--- config.mk ---
export PLATFORM = sky130hd
export DESIGN_NAME = pip_ram
export DESIGN_NICKNAME = d
export VERILOG_FILES = /design/src/rtl/pip_ram.sv
export SDC_FILE = /design/constraint.sdc
export NUM_CORES = 1
export LEC_CHECK = 0
export BUFFER_PORTS_ARGS = -buffer_cell sky130_fd_sc_hd__buf_2
export CAP_MARGIN = 15
export CORE_UTILIZATION = 55
export CTS_CLUSTER_DIAMETER = 150
export DETAILED_ROUTE_END_ITERATION = 16
export PLACE_DENSITY = 0.71
export REMOVE_ABC_BUFFERS = 1
export SLEW_MARGIN = 20
export SYNTH_ARGS = -nofsm -noshare
export SYNTH_HDL_FRONTEND = slang
export SYNTH_SLANG_ARGS = --single-unit
--- constraint.sdc ---
create_clock -name i_clk -period 7.6 [get_ports i_clk]
set_input_delay 1.52 -clock i_clk [delete_from_list [all_inputs] [get_ports i_clk]]
set_output_delay 1.52 -clock i_clk [all_outputs]
set_load 0.005 [all_outputs]
--- src/rtl/pip_ram.sv ---
`timescale 1ns / 1ps
// Generic single-write, single-read RAM with registered read data.
// No dependencies.
module pip_ram #(
    parameter int WIDTH = 32,
    parameter int DEPTH = 16,
    localparam int AW   = $clog2(DEPTH)
) (
    input  logic             i_clk,
    input  logic             i_we,
    input  logic [AW-1:0]    i_waddr,
    input  logic [WIDTH-1:0] i_wdata,
    input  logic [AW-1:0]    i_raddr,
    output logic [WIDTH-1:0] o_rdata
);

    logic [WIDTH-1:0] r_mem [DEPTH];
    logic [WIDTH-1:0] r_rdata;

    always_ff @(posedge i_clk) begin
        if (i_we) begin
            r_mem[i_waddr] <= i_wdata;
        end
        r_rdata <= r_mem[i_raddr];
    end

    assign o_rdata = r_rdata;

endmodule

==> impl_metrics.py <==
metrics = {
    "placement": {
        "pre_cts_slack_ns": 3.45,
        "gp_congestion": 0.676,
        "port_buffers": 73,
        "dp_hpwl_um": 18800,
    },
    "global_routing": {
        "grtUsageTotal_pct": 23.0,
        "antenna_found_initial": 2,
        "grt-ovfl-total": 0,
        "grt_max_degree": 79,
        "grt_pass1_wl_um": 59900,
        "grt_pass1_vias": 9424,
    },
    "timing": {
        "rsz0062_at_grt": "no",
        "final-hold-violation-count": 0,
        "period_minus_slack_ns": 3.44,
        "tightest_slew_ns": 1.13,
        "finalSetupViolations": 0,
        "slew-limit-headroom_pct": 24.9,
        "max_freq_mhz": 291,
        "slew_viol_final": 0,
        "fin_crit_sh_pct": 45.2,
        "fin_skew_ns": 0.0106,
        "final_critical_path_setup_slack_ns": 4.16,
        "fin_tns_setup_ns": 0,
        "hold_slack_ns": 0.666,
    },
    "critical_path": {
        "endpoint_kind": "register",
        "critPathKind": "input port to register",
        "worstPathArrival_ns": 3.87,
        "crit_path_start_kind": "input port",
        "worstPathRequired_ns": 8.03,
        "crit_fanout": 68,
        "reg2reg_slack_ns": 6.25,
    },
    "yosys": {
        "synth_area_um2": 19900,
        "ys_seq_elements": 544,
        "yosysWarnings": 0,
        "netlist_instances": 838,
        "yosysUniqueCellTypes": 18,
        "avgSynthCellArea_um2": 23.7,
        "ys_seq_area_share_pct": 80.7,
    },
    "detailed_routing": {
        "drtPass1Iterations": 6,
        "via_per_inst": 6.27,
        "drt_iter0_drc": 801,
        "num_vias": 9075,
        "routed_wl_um": 40700,
        "wl_per_cell_um": 28.1,
        "drtAntennaViolNets": 0,
        "drc": 0,
    },
    "finish": {
        "fin_nets": 986,
        "drive_above_1_share_pct": 32.0,
        "regArea_um2": 16000,
        "final_cell_mix": "edfxtp_1, mux4_2, buf_2",
        "multi_input_area_um2": 3750,
        "fillers": 2336,
        "layout_commonest_cell": "edfxtp_1",
        "area.growth.synth_to_final_pct": 13.6,
    },
    "floorplanning": {
        "start_util_pct": 55.8,
        "rows": 69,
        "pin_count": 74,
        "die_width_um": 192,
        "dieHeight_um": 192,
        "die_area_um2": 36900,
        "design.core.area_um2": 35600,
    },
    "clock_network": {
        "post_cts_buffers": 0,
        "cts_buffer_depth": 3,
        "cts_max_level": 2,
        "clock_latency_ns": 0.57,
        "clk_pin_slew_ns": 0.07,
        "clockRootBuffer": "clkbuf_16",
        "post_cts_resized": 0,
        "numClockSinks": 544,
        "numCtsBuffers": 52,
        "tritoncts": "done",
        "cts_hold_buf": 0,
    },
    "job": {
        "cap_violations": 0,
    },
    "power_and_ir_drop": {
        "clock_power_share_pct": 40.5,
        "vdd.ir_drop.worst_uv": 230,
        "leakage_nw": 7.26,
        "sw_frac_of_total_pct": 19.8,
        "netSwitchingPower_mw": 1.21,
        "power_density_nw_per_um2": 272,
        "p_int_mw": 4.93,
        "combPwrFrac_pct": 4.5,
        "sequentialPowerShare_pct": 55.0,
    },
    "hold_path": {
        "hold_path.class": "register to register",
    },
    "run_status": {
        "status": "completed",
    },
}
synth_stat cells:
cell        n  share of area (%)
a22oi_1    64                2.4
and2_1      1              0.032
buf_1       9               0.17
buf_2       4               0.10
buf_4      11               0.42
buf_6       2               0.11
clkbuf_1   17               0.32
dfxtp_1    32                3.2
edfxtp_1  512                 77
mux4_2    128                 15
nand2_1    33               0.62
nand2b_1    2              0.063
nand3_1     1              0.025
nand3b_1    2              0.076
nor2_1     13               0.25
nor2b_1     2              0.063
nor3_1      4               0.10
or3b_2      1              0.044
logic make-up (layout without fill, tap and decap cells):
group / after synthesis / after routing / synth area share, %
simple gates: 59 / 59 / 1.27
compound gates: 64 / 64 / 2.42
other cells: 0 / 2 / 0
mux: 128 / 128 / 14.5
buf+inv: 43 / 190 / 1.12
flops: 544 / 544 / 80.7
layer usage:
layer / vias up / GRT usage (%) / wire [µm]
li1: 3785 / - / -
met1: 4854 / 32.1 / 16400
met3: 75 / 3.91 / 2760
met4: 2 / 6.03 / 854
met5: - / 0 / 13
met2: 359 / 38.3 / 20700
state kept, by name, indices dropped and copies added (netlist names):
name and flops:
r_mem 512, o_rdata 32
through the flow:
step / utilization [%] / power (mW) / cells / area (µm²)
5_1_grt: 63.4 / 6.32 / 1446 / 22600
3_3_place_gp: 58.7 / 3.72 / 1351 / 20900
4_1_cts: 63.4 / 6.19 / 1446 / 22600
2_1_floorplan: - / 3.56 / 795 / 19600
3_5_place_dp: 58.7 / 3.72 / 1351 / 20900
6_report: 63.4 / 6.14 / 1448 / 22600
power by group through the flow:
stage / clock, mW / combinational, mW / sequential (mW)
floorplan: 0 / 0.129 / 3.43
global placement: 0 / 0.278 / 3.44
detailed placement: 0 / 0.285 / 3.44
CTS: 2.52 / 0.285 / 3.38
global route: 2.63 / 0.304 / 3.38
finish: 2.49 / 0.279 / 3.38
cell type report:
cell class              count  share of cell area (%)
diodes                      2                  0.0222
clock buffers              85                    7.08
clock inverters            10                   0.294
multi-input cells         251                    16.6
flip-flops and latches    544                    71.0
well taps                 461                    2.56
repair buffers             95                    2.42
path summary, 6_finish.rpt:
path,startpoint,end,cells after the start
worst max-delay path,i_raddr[0],o_rdata[21]$_DFF_P_,5
worst min-delay path,r_mem[12][23]$_DFFE_PP_,o_rdata[23]$_DFF_P_,3
worst max register to register,r_mem[10][21]$_DFFE_PP_,o_rdata[21]$_DFF_P_,3
worst min register to register,r_mem[12][23]$_DFFE_PP_,o_rdata[23]$_DFF_P_,3
worst max-delay path, cell delays in order:
cell	delay, ns
clkbuf_8	0.60
buf_4	0.66
mux4_2	0.59
a22oi_1	0.27
nand2_1	0.11
(Power assumes the default switching activity.)
